**src/rtl/core/mncg_pkg.sv**
```systemverilog
`timescale 1ns / 1ps
// Shared constants and the note-to-code table for the MIDI note to CV/gate block.
// No dependencies.

package mncg_pkg;

  localparam int MIDI_W = 8;
  localparam int CHAN_W = 4;
  localparam int NOTE_W = 7;
  localparam int CODE_W = 12;

  // Upper nibble of a status byte
  localparam logic [3:0] KIND_NOTE_ON  = 4'h9;
  localparam logic [3:0] KIND_NOTE_OFF = 4'h8;

  localparam logic [NOTE_W-1:0] NOTE_LOW  = 7'd21;
  localparam logic [NOTE_W-1:0] NOTE_HIGH = 7'd93;
  localparam int NOTE_SPAN = 93 - 21;
  localparam int CODE_FULL = 4095;

  // Position in the three-byte message
  localparam logic [1:0] POS_STATUS = 2'd0;
  localparam logic [1:0] POS_NOTE   = 2'd1;
  localparam logic [1:0] POS_VEL    = 2'd2;

  typedef logic [CODE_W-1:0] cv_table_t [NOTE_SPAN+1];

  // (note - low) * full / span, worked out at elaboration
  function automatic cv_table_t build_cv_table();
    cv_table_t t;
    for (int i = 0; i <= NOTE_SPAN; i++) begin
      t[i] = CODE_W'((i * CODE_FULL) / NOTE_SPAN);
    end
    return t;
  endfunction

  localparam cv_table_t CV_TABLE = build_cv_table();

endpackage

```
**src/rtl/core/midi_note_to_cv_gate.sv**
```systemverilog
`timescale 1ns / 1ps
// MIDI note to CV/gate converter: rebuilds note messages from a byte stream.
// Depends on mncg_pkg.
//
//  channel   dir  width  transaction
//  s_*       in   8      one received MIDI byte
//  m_*       out  32     gate, DAC update flag, code and frame bytes, one per byte
//  cfg_*     in   4      listened MIDI channel
//
// One byte per cycle: decode and table lookup sit between the message state
// and a single result register; a byte is taken while the result register is
// empty or being drained. Synchronous reset clears the message state, gate,
// code and channel. A stalled result holds the input off.

module midi_note_to_cv_gate (
  input  logic        clk,
  input  logic        rst,
  input  logic        s_tvalid,
  output logic        s_tready,
  input  logic [7:0]  s_tdata,   // [7:0] midi_byte
  output logic        m_tvalid,
  input  logic        m_tready,
  output logic [31:0] m_tdata,   // [0] gate, [1] dac_update, [13:2] dac_code,
                                 // [21:14] dac_high_byte, [29:22] dac_low_byte, [31:30] 0
  input  logic        cfg_valid,
  output logic        cfg_ready,
  input  logic [3:0]  cfg_data   // [3:0] listen_channel
);

  logic [mncg_pkg::MIDI_W-1:0] status_byte, status_byte_next;
  logic [mncg_pkg::NOTE_W-1:0] note_byte, note_byte_next;
  logic [1:0]                  byte_pos, byte_pos_next;
  logic                        gate_level, gate_level_next;
  logic [mncg_pkg::CODE_W-1:0] cv_code, cv_code_next;
  logic                        dac_update, dac_update_next;
  logic [mncg_pkg::CHAN_W-1:0] listen_channel;

  logic                        accept;
  logic [mncg_pkg::MIDI_W-1:0] b;
  logic                        note_in_range;
  logic                        chan_match;
  logic [mncg_pkg::NOTE_W-1:0] note_ofs;
  logic [mncg_pkg::CODE_W-1:0] table_code;

  assign s_tready  = !m_tvalid || m_tready;
  assign accept    = s_tvalid && s_tready;
  assign cfg_ready = 1'b1;
  assign b         = s_tdata;

  assign note_in_range = (note_byte >= mncg_pkg::NOTE_LOW) && (note_byte <= mncg_pkg::NOTE_HIGH);
  assign chan_match    = (status_byte[3:0] == listen_channel);
  assign note_ofs      = note_byte - mncg_pkg::NOTE_LOW;
  // out-of-range offsets never reach the code register
  assign table_code    = (note_ofs <= mncg_pkg::NOTE_W'(mncg_pkg::NOTE_SPAN))
                         ? mncg_pkg::CV_TABLE[note_ofs] : '0;

  always_comb begin
    status_byte_next = status_byte;
    note_byte_next   = note_byte;
    byte_pos_next    = byte_pos;
    gate_level_next  = gate_level;
    cv_code_next     = cv_code;
    dac_update_next  = 1'b0;
    if (b[7]) begin
      status_byte_next = b;
      byte_pos_next    = mncg_pkg::POS_NOTE;
    end else begin
      unique case (byte_pos)
        mncg_pkg::POS_STATUS: begin
          status_byte_next = b;
          byte_pos_next    = mncg_pkg::POS_NOTE;
        end
        mncg_pkg::POS_NOTE: begin
          note_byte_next = b[6:0];
          byte_pos_next  = mncg_pkg::POS_VEL;
        end
        mncg_pkg::POS_VEL: begin
          // velocity byte completes the message
          byte_pos_next = mncg_pkg::POS_STATUS;
          if (note_in_range && chan_match) begin
            if (status_byte[7:4] == mncg_pkg::KIND_NOTE_ON) begin
              if (b != '0) begin
                cv_code_next    = table_code;
                gate_level_next = 1'b1;
                dac_update_next = 1'b1;
              end else begin
                gate_level_next = 1'b0;
              end
            end else if (status_byte[7:4] == mncg_pkg::KIND_NOTE_OFF) begin
              gate_level_next = 1'b0;
            end
          end
        end
        default: begin
          // unreachable position: data byte dropped
        end
      endcase
    end
  end

  always_ff @(posedge clk) begin
    if (rst) begin
      status_byte    <= '0;
      note_byte      <= '0;
      byte_pos       <= mncg_pkg::POS_STATUS;
      gate_level     <= 1'b0;
      cv_code        <= '0;
      dac_update     <= 1'b0;
      m_tvalid       <= 1'b0;
      listen_channel <= '0;
    end else begin
      if (cfg_valid && cfg_ready) begin
        listen_channel <= cfg_data;
      end
      if (accept) begin
        status_byte <= status_byte_next;
        note_byte   <= note_byte_next;
        byte_pos    <= byte_pos_next;
        gate_level  <= gate_level_next;
        cv_code     <= cv_code_next;
        dac_update  <= dac_update_next;
        m_tvalid    <= 1'b1;
      end else if (m_tready) begin
        m_tvalid <= 1'b0;
      end
    end
  end

  // state only moves on an accepted byte, so it doubles as the result register
  assign m_tdata = {2'b00, cv_code[3:0], 4'b0000, cv_code[11:4], cv_code,
                    dac_update, gate_level};

endmodule
```
**config.mk**
```make
export PLATFORM = sky130hd
export DESIGN_NAME = midi_note_to_cv_gate
export DESIGN_NICKNAME = d
export VERILOG_FILES = /design/src/rtl/core/mncg_pkg.sv /design/src/rtl/core/midi_note_to_cv_gate.sv
export SDC_FILE = /design/constraint.sdc
export NUM_CORES = 1
export LEC_CHECK = 0
export BUFFER_PORTS_ARGS = -buffer_cell sky130_fd_sc_hd__buf_4
export CORE_ASPECT_RATIO = 1.25
export CORE_MARGIN = 3
export CORE_UTILIZATION = 54
export CTS_CLUSTER_SIZE = 16
export DETAILED_ROUTE_END_ITERATION = 10
export GPL_TIMING_DRIVEN = 0
export PLACE_DENSITY = 0.81
export SLEW_MARGIN = 20
export SYNTH_ARGS = -nofsm -noshare
export SYNTH_HDL_FRONTEND = slang
export SYNTH_SLANG_ARGS = --single-unit
```
**constraint.sdc**
```tcl
create_clock -name clk -period 4.54 [get_ports clk]
set_input_delay 0.227 -clock clk [delete_from_list [all_inputs] [get_ports clk]]
set_output_delay 0.227 -clock clk [all_outputs]
set_load 0.05 [all_outputs]
```
# After elaboration in Yosys (flattened, before gate mapping)
# Memory sizes are Yosys's and may differ from the RTL's. A register that Yosys moved wholly into a read port is not among the register bits.
# Index checks and enable logic that the tools add are counted.
# classes
add_sub_neg	1
n_lt_le_gt_ge	2
eq_ne	5
muxes	13
bitwise_logic	2
n_reduce_logical	16
# ops
cell	n
8-bit 2-to-1 mux	2
1-bit 2-to-1 mux	9
4-bit == test, second input constant	2
7-bit inverter with 8-bit output	1
8-bit nonzero test	1
7-bit by 5-bit greater-or-equal comparator with 1-bit output, second input constant	1
7-bit less-or-equal comparator, second input constant	1
7-bit by 5-bit subtractor with 7-bit output, second input constant	1
2-bit case mux with 3 select lines	1
6-bit AND reduction	1
2-bit nonzero test	3
5-bit AND reduction	1
4-bit == test	1
2-bit AND reduction	2
4-bit nonzero test	1
1-bit logical AND	3
3-bit AND reduction	1
2-bit by 1-bit == test with 1-bit output, second input constant	1
2-bit == test, second input constant	1
2-bit logical NOT	1
2-bit 2-to-1 mux	1
1-bit logical NOT	1
1-bit logical OR	1
1-bit inverter	1
# word_totals
ff_bits	24
rom_bits	1536
inputBits	17
out_inout_bits	35
word_cells	47
mem_count	1
# memory_table
name	depth	word_bits	rd	rd_clocked_by_memory_dff	wr	line_no	source
(no name shown)	128	12	1	1	0	midi_note_to_cv_gate.sv:55	? mncg_pkg::CV_TABLE[note_ofs] : '0;

# Depth between registers and ports, before layout
# Gate-level depths: netlist (run 1).
# depth
word_depth	6
ltp_mapped	14
ltp_nobuf	10

# Worst setup path after synthesis (run 1)
# Ideal clock, no wire load.
# synth_timing
path_kind	reg-to-reg
startpoint	register note_byte[0] (netlist bit)
endpoint	register cv_code[2] (netlist bit)
setup_time_ps	120
arrival_ps	2936
required_ps	4420
slack_ps	1484
stages_incl_launch_ff	13
path_buffers	4
synth_period_minus_slack_ps	3056
path_cell_list	dfxtp_1 > inv_1 > ha_1 > clkbuf_1 > inv_1 > ha_1 > clkbuf_1 > buf_2 > clkbuf_1 > o311ai_0 > o31ai_1 > o31ai_1 > o31a_1
# synth_between
elab_chain_len	4
elab_cells_between_ends	7
cone_classes	add/sub (1); order compare (2); bitwise (1); reduce/logical (3)
# synth_lines
element	line_no	source
start: declaration	midi_note_to_cv_gate.sv:31	logic [mncg_pkg::NOTE_W-1:0] note_byte, note_byte_next;
start signal: assignment	midi_note_to_cv_gate.sv:117	note_byte <= note_byte_next;
7-bit by 5-bit greater-or-equal comparator with 1-bit output / 7-bit less-or-equal comparator (equally long branches)	midi_note_to_cv_gate.sv:50	assign note_in_range = (note_byte >= mncg_pkg::NOTE_LOW) && (note_byte <= mncg_pkg::NOTE_HIGH);
1-bit logical AND	midi_note_to_cv_gate.sv:50	
1-bit logical AND	midi_note_to_cv_gate.sv:80	if (note_in_range && chan_match) begin
6-bit AND reduction (no source line)	n/a	
end: declaration	midi_note_to_cv_gate.sv:34	logic [mncg_pkg::CODE_W-1:0] cv_code, cv_code_next;
# Parallel ways exist; a longest one is shown, timed or not.
# A chain may end at the register's enable or synchronous reset.

# Worst setup path after layout (run 1)
# layout_timing
startpoint	register note_byte[0] (netlist bit)
endpoint	register cv_code[3] (netlist bit)
# The elaborated chain is that of the path after synthesis.

==> results of run 1 <==
==> worst register-to-register path: stages, from the launching register on <==
cell       delay, ns
dfxtp_1         0.45
inv_1           0.32
ha_1            0.41
clkbuf_1        0.44
inv_1           0.18
ha_1            0.37
clkbuf_1        0.33
clkinv_1        0.41
a21oi_1         0.32
o32ai_1         0.14
o2111ai_1       0.24
o31ai_1         0.14
o31a_1          0.29
==> worst max-delay path by stage <==
stage	slack, ns	cells past startpoint	end
2_1_floorplan	1.48	12	cv_code[2]$_SDFFE_PP0P_
3_3_place_gp	0.59	12	cv_code[2]$_SDFFE_PP0P_
3_5_place_dp	0.58	12	cv_code[2]$_SDFFE_PP0P_
4_1_cts	0.56	12	cv_code[2]$_SDFFE_PP0P_
5_1_grt	0.20	12	cv_code[2]$_SDFFE_PP0P_
6_report	0.39	12	cv_code[3]$_SDFFE_PP0P_
==> layer usage <==
| layer | GRT usage (%) | up-vias | part of all wire (%) |
|---|---|---|---|
| met5 | 0 | - | 0 |
| met2 | 45.6 | 176 | 49 |
| met3 | 3.77 | 28 | 6.8 |
| li1 | - | 1513 | - |
| met4 | 12.8 | 0 | 3.1 |
| met1 | 35.5 | 1517 | 41 |
==> cell usage after synthesis, drive strengths merged, types with 8 or more instances <==
cell type	instances	area [µm²]
o21ai	14	88.8
a21oi	30	150
inv	17	63.8
nand3	9	45.0
nor2	40	153
a211oi	8	60.1
buf	39	257
dfxtp	36	721
nor3	16	85.1
clkbuf	10	37.5
xnor2	8	96.4
mux2i	22	220
ha	18	225
nand2	30	115
nor4	8	50.1
==> flip-flops by register name (all words and copies together), names as in the netlist <==
register,count
note_byte,7
byte_pos,2
dac_update,1
m_tvalid,1
listen_channel,4
cv_code,12
gate_level,1
status_byte,8
==> per-stage QoR <==
stage,setup slack (ns),util (%),hold WS (ns)
after floorplan,1.48,-,0.356
after global placement,0.589,63.9,0.446
after detailed placement,0.579,63.9,0.455
after CTS,0.559,66.0,0.166
after global routing,0.198,66.0,0.177
final,0.389,66.0,0.163
==> final cells by class <==
cell class	count	area (µm²)
Tap cell	64	80.1
Fill cell	468	1880
Clock inverter	3	42.5
Timing Repair Buffer	41	308
Clock buffer	5	68.8
Sequential cell	36	721
Inverter	18	67.6
Buffer	49	294
Multi-Input combinational cell	298	2060
==> power breakdown <==
part | leakage, nW | internal (W) | switching [W]
clock | 0.0541 | 0.000163 | 0.000132
sequential | 0.293 | 0.000326 | 0.00000871
combinational | 1.22 | 0.0000674 | 0.000116
total | 1.57 | 0.000556 | 0.000256
==> logic make-up (layout without fill, tap and decap cells) <==
| logic type | after synthesis | after routing | share of synthesized area [%] |
|---|---|---|---|
| XOR/XNOR | 10 | 10 | 4.13 |
| other | 2 | 7 | 0.241 |
| adder cells (fa/ha/maj) | 18 | 18 | 7.21 |
| multiplexers | 23 | 23 | 7.41 |
| AND/OR/NAND/NOR | 126 | 126 | 19.4 |
| AO/OA/AOI/OAI | 114 | 114 | 27.0 |
| flip-flops | 36 | 36 | 23.1 |
| buffers and inverters | 67 | 116 | 11.6 |
==> impl_metrics.json, run 1 <==
{
  "run_status": "finished, final reports clean",
  "ys_ff_latch": 36,
  "dpl.cell_count": 506,
  "port_buffers": 41,
  "grt_max_degree": 13,
  "hold_viol_final": 0,
  "yosys_warnings": 0,
  "track_usage_pct": 27.9,
  "io_pins": 52,
  "async_flop_share_pct": 0,
  "path_clk_slew_ns": 0.08,
  "cap_viol_max_count": 0,
  "ant_nets": 0,
  "netlist_area_um2": 3120,
  "hold_depth": 3,
  "via_per_inst": 6.29,
  "rsz0062_at_grt": "false",
  "startpoint": "note_byte[0]$_SDFFE_PP0P_",
  "slew_violations": 0,
  "mostFrequentLayoutCells": "buf_4, nor2_1, dfxtp_1",
  "setup_viol": 0,
  "path_class": "flip-flop to flip-flop",
  "gr-total-overflow": 0,
  "p_per_area_nw_per_um2": 223,
  "final.min_clock_period_ns": 4.15,
  "nNetsFinal": 484,
  "gp_congestion": 0.948,
  "final.period_utilization_pct": 91.4,
  "start_kind": "flip-flop",
  "tightest_slew_ns": 0.861,
  "mostFrequentLayoutCell": "buf_4",
  "critPathArrivalTime_ns": 4.34,
  "hp-start": "cfg_data[2]",
  "leakage_nw": 1.57,
  "cp.buffers_inverters": 5,
  "post_cts_buffers": 0,
  "drc": 0,
  "place_area_um2": 3530,
  "ir_drop_mv": 0.194,
  "maxSlewHeadroom_pct": 42.2,
  "synth_edf_count": 0,
  "path_cells": "inv_1 -> ha_1 -> clkbuf_1 -> inv_1 -> ha_1 -> clkbuf_1 -> clkinv_1 -> a21oi_1 -> o32ai_1 -> o2111ai_1 -> o31ai_1 -> o31a_1",
  "route.final.wire_length_mm": 9.32,
  "drive_gt1_share_pct": 23.8,
  "core_um2": 5520,
  "first_iter_violations": 352,
  "rows": 30,
  "routedWlPerCell_um": 18.1,
  "die_area_um2": 6730,
  "dp_hpwl_mm": 7.01,
  "crit_fanout": 10,
  "postCtsResizedCells": 0,
  "hold_path.class": "input pin to flip-flop",
  "tns_ns": 0,
  "worst_skew_pair.late_latency_ns": 0.30,
  "r2r_cells": 12,
  "cts-buffers-inserted": 5,
  "cts_tree": "done",
  "instances_no_fill": 514,
  "reg2reg_to": "cv_code[3]$_SDFFE_PP0P_",
  "cts.sinks": 36,
  "grt_pass1_vias": 3060,
  "fin_skew_ns": 0.00629,
  "synth_cell_types": 71,
  "cp_slowest_cell": "dfxtp_1",
  "cts_buffer_depth": 2,
  "cp-end-kind": "flip-flop",
  "max_stage_delay_ns": 0.45,
  "crit_family": "buffers and inverters",
  "netlist_instances": 396,
  "die_h_um": 91.0,
  "r2r_start": "note_byte[0]$_SDFFE_PP0P_",
  "p_total_w": 0.000812,
  "max_freq_mhz": 241,
  "n_antenna_cell": 0,
  "rrSetupSlack_ns": 0.39,
  "required_ns": 4.73,
  "design_area_um2": 3640,
  "cts_root_buf": "clkbuf_8",
  "via_count": 3234,
  "die_w_um": 74.0,
  "syn_area_per_cell_um2": 7.88,
  "cts_hold_buffers": 0,
  "holdPathEnd": "listen_channel[2]$_SDFFE_PP0P_",
  "grt_pass1_wl_mm": 14.9,
  "ys_seq_area_share_pct": 23.1,
  "syn_to_final_growth_pct": 16.6,
  "cts_max_level": 2,
  "synth_ff_type": "dfxtp_1",
  "dr.pass1.iters": 7,
  "grt_antenna_before_repair": 0,
  "initial_core_util_pct": 56.6
}
No activity file was read; power rests on OpenSTA's default activity.
==> run 2: changes to the inputs <==
--- a/config.mk
+++ b/config.mk
@@ -6,5 +6,4 @@
 export NUM_CORES = 1
 export LEC_CHECK = 0
-export BUFFER_PORTS_ARGS = -buffer_cell sky130_fd_sc_hd__buf_4
 export CORE_ASPECT_RATIO = 1.25
 export CORE_MARGIN = 3
@@ -12,6 +11,7 @@
 export CTS_CLUSTER_SIZE = 16
 export DETAILED_ROUTE_END_ITERATION = 10
+export DONT_BUFFER_PORTS = 1
 export GPL_TIMING_DRIVEN = 0
-export PLACE_DENSITY = 0.81
+export PLACE_DENSITY = 0.73
 export SLEW_MARGIN = 20
 export SYNTH_ARGS = -nofsm -noshare
==> constraint.sdc (replaced) <==
create_clock -name clk -period 4.54 [get_ports clk]
set_input_delay 0.908 -clock clk [delete_from_list [all_inputs] [get_ports clk]]
set_output_delay 0.908 -clock clk [all_outputs]
set_load 0.05 [all_outputs]
==> run 2 against run 1 <==
- register-to-register slack got worse by 0.09 ns
- clock power fell by 4%
- wire length fell by 4.9%
- combinational power fell by 8%
- worst hold slack improved by 0.30 ns
- sequential power barely moved
- highest routed layer unchanged
==> impl_metrics.json, run 2 (synthesis results as in run 1) <==
{
  "tightest_slew_ns": 0.828,
  "tns_ns": 0,
  "postCtsResizedCells": 0,
  "start_kind": "flip-flop",
  "path_cells": "buf_6 -> inv_1 -> ha_1 -> clkbuf_1 -> inv_1 -> ha_1 -> clkbuf_1 -> buf_2 -> clkbuf_1 -> o311ai_0 -> o31ai_1 -> o31ai_1 -> o31a_1",
  "cp.buffers_inverters": 7,
  "via_count": 3030,
  "gr-total-overflow": 0,
  "ir_drop_mv": 0.215,
  "die_h_um": 91.0,
  "io_pins": 52,
  "dp_hpwl_mm": 6.62,
  "top_regs": "cv_code (12), status_byte (8), note_byte (7)",
  "mostFrequentLayoutCell": "nor2_1",
  "post_cts_buffers": 0,
  "cts_tree": "done",
  "cts_max_level": 2,
  "die_w_um": 74.0,
  "crit_fanout": 10,
  "critPathArrivalTime_ns": 4.42,
  "drive_gt1_share_pct": 16.1,
  "cts-buffers-inserted": 5,
  "path_clk_slew_ns": 0.08,
  "hold_viol_final": 0,
  "p_per_area_nw_per_um2": 236,
  "port_buffers": 0,
  "run_status": "finished, final reports clean",
  "finalWorstSetupSlack_ns": 0.302,
  "leakage_nw": 1.36,
  "slew_violations": 0,
  "cts_hold_buffers": 0,
  "r2r_start": "note_byte[1]$_SDFFE_PP0P_",
  "ant_nets": 0,
  "hold_depth": 2,
  "pre_cts_slack_ns": 0.480,
  "final.min_clock_period_ns": 4.24,
  "grt_pass1_vias": 2867,
  "rsz0062_at_grt": "false",
  "required_ns": 4.72,
  "cp-end-kind": "flip-flop",
  "cts.sinks": 36,
  "r2r_cells": 13,
  "max_freq_mhz": 236,
  "grt_antenna_before_repair": 0,
  "dr.pass1.iters": 7,
  "cp_slowest_cell": "clkbuf_1",
  "die_area_um2": 6730,
  "gp_congestion": 0.940,
  "cts_buffer_depth": 2,
  "fin_skew_ns": 0.00809,
  "largest_reg_flops": 12,
  "rrSetupSlack_ns": 0.30,
  "via_per_inst": 6.41,
  "first_iter_violations": 277,
  "crit_family": "buffers and inverters",
  "maxSlewHeadroom_pct": 44.4,
  "route.final.wire_length_mm": 8.86,
  "core_um2": 5520,
  "hp-start": "dac_update$_SDFFE_PP0P_",
  "hold_path.class": "flip-flop to flip-flop",
  "initial_core_util_pct": 56.6,
  "worst_skew_pair.late_latency_ns": 0.29,
  "holdPathEnd": "dac_update$_SDFFE_PP0P_",
  "syn_to_final_growth_pct": 6.73,
  "design_area_um2": 3330,
  "max_stage_delay_ns": 0.47,
  "mostFrequentLayoutCells": "nor2_1, dfxtp_1, a21oi_1",
  "cts_root_buf": "clkbuf_8",
  "n_antenna_cell": 0,
  "drc": 0,
  "path_class": "flip-flop to flip-flop",
  "grt_pass1_wl_mm": 14.0,
  "track_usage_pct": 26.4,
  "grt_max_degree": 13,
  "cp_common_cell": "clkbuf_1",
  "nNetsFinal": 443,
  "routedWlPerCell_um": 18.7,
  "reg2reg_to": "cv_code[2]$_SDFFE_PP0P_",
  "setup_viol": 0,
  "top_register": "cv_code",
  "final.period_utilization_pct": 93.4,
  "rows": 30,
  "cap_viol_max_count": 0,
  "place_area_um2": 3220
}
-- run 2: how the worst max path moves through the flow --
stage	from	to	slack, ns	cells past startpoint
CTS	note_byte[1]$_SDFFE_PP0P_	cv_code[2]$_SDFFE_PP0P_	0.45	13
global placement	note_byte[1]$_SDFFE_PP0P_	cv_code[2]$_SDFFE_PP0P_	0.49	13
global route	note_byte[0]$_SDFFE_PP0P_	cv_code[2]$_SDFFE_PP0P_	0.1	12
finish	note_byte[1]$_SDFFE_PP0P_	cv_code[2]$_SDFFE_PP0P_	0.30	13
floorplan	note_byte[0]$_SDFFE_PP0P_	cv_code[2]$_SDFFE_PP0P_	1.48	12
detailed placement	note_byte[1]$_SDFFE_PP0P_	cv_code[2]$_SDFFE_PP0P_	0.48	13
-- run 2: tightest hold or removal path, stage by stage (launching register included) --
cell and delay (ns):
dfxtp_1 0.32, nand2_1 0.05, a21oi_1 0.05
-- run 2: through the flow --
step	util [%]	hold WS, ns	std cells	power (W)
final	60.4	0.464	473	0.000787
after CTS	60.4	0.462	473	0.000785
after floorplan	-	0.437	401	0.000474
after global routing	60.4	0.490	473	0.000817
after detailed placement	58.4	0.450	465	0.000506
after global placement	58.4	0.445	465	0.000504
-- run 2: layer usage --
layer	part of all wire (%)	GRT usage, %	routed length [µm]
met3	7.0	4.54	624
met4	4.0	10.4	355
met5	0	0	0
met1	41	34.7	3680
met2	47	42.2	4210
-- run 2: power by group --
part	switching, W	leakage (nW)	total [W]	internal, W
sequential	0.0000102	0.293	0.000336	0.000326
clock	0.000120	0.0541	0.000283	0.000163
combinational	0.000109	1.01	0.000168	0.0000592
total	0.000239	1.36	0.000787	0.000548
-- run 2: cell type report --
class	instances	area [µm²]
sequential	36	721
multi-input combinational	298	2060
clock inverter	3	42.5
buffer	49	294
tap	64	80.1
clock buffer	5	68.8
inverter	18	67.6
fill	502	2190
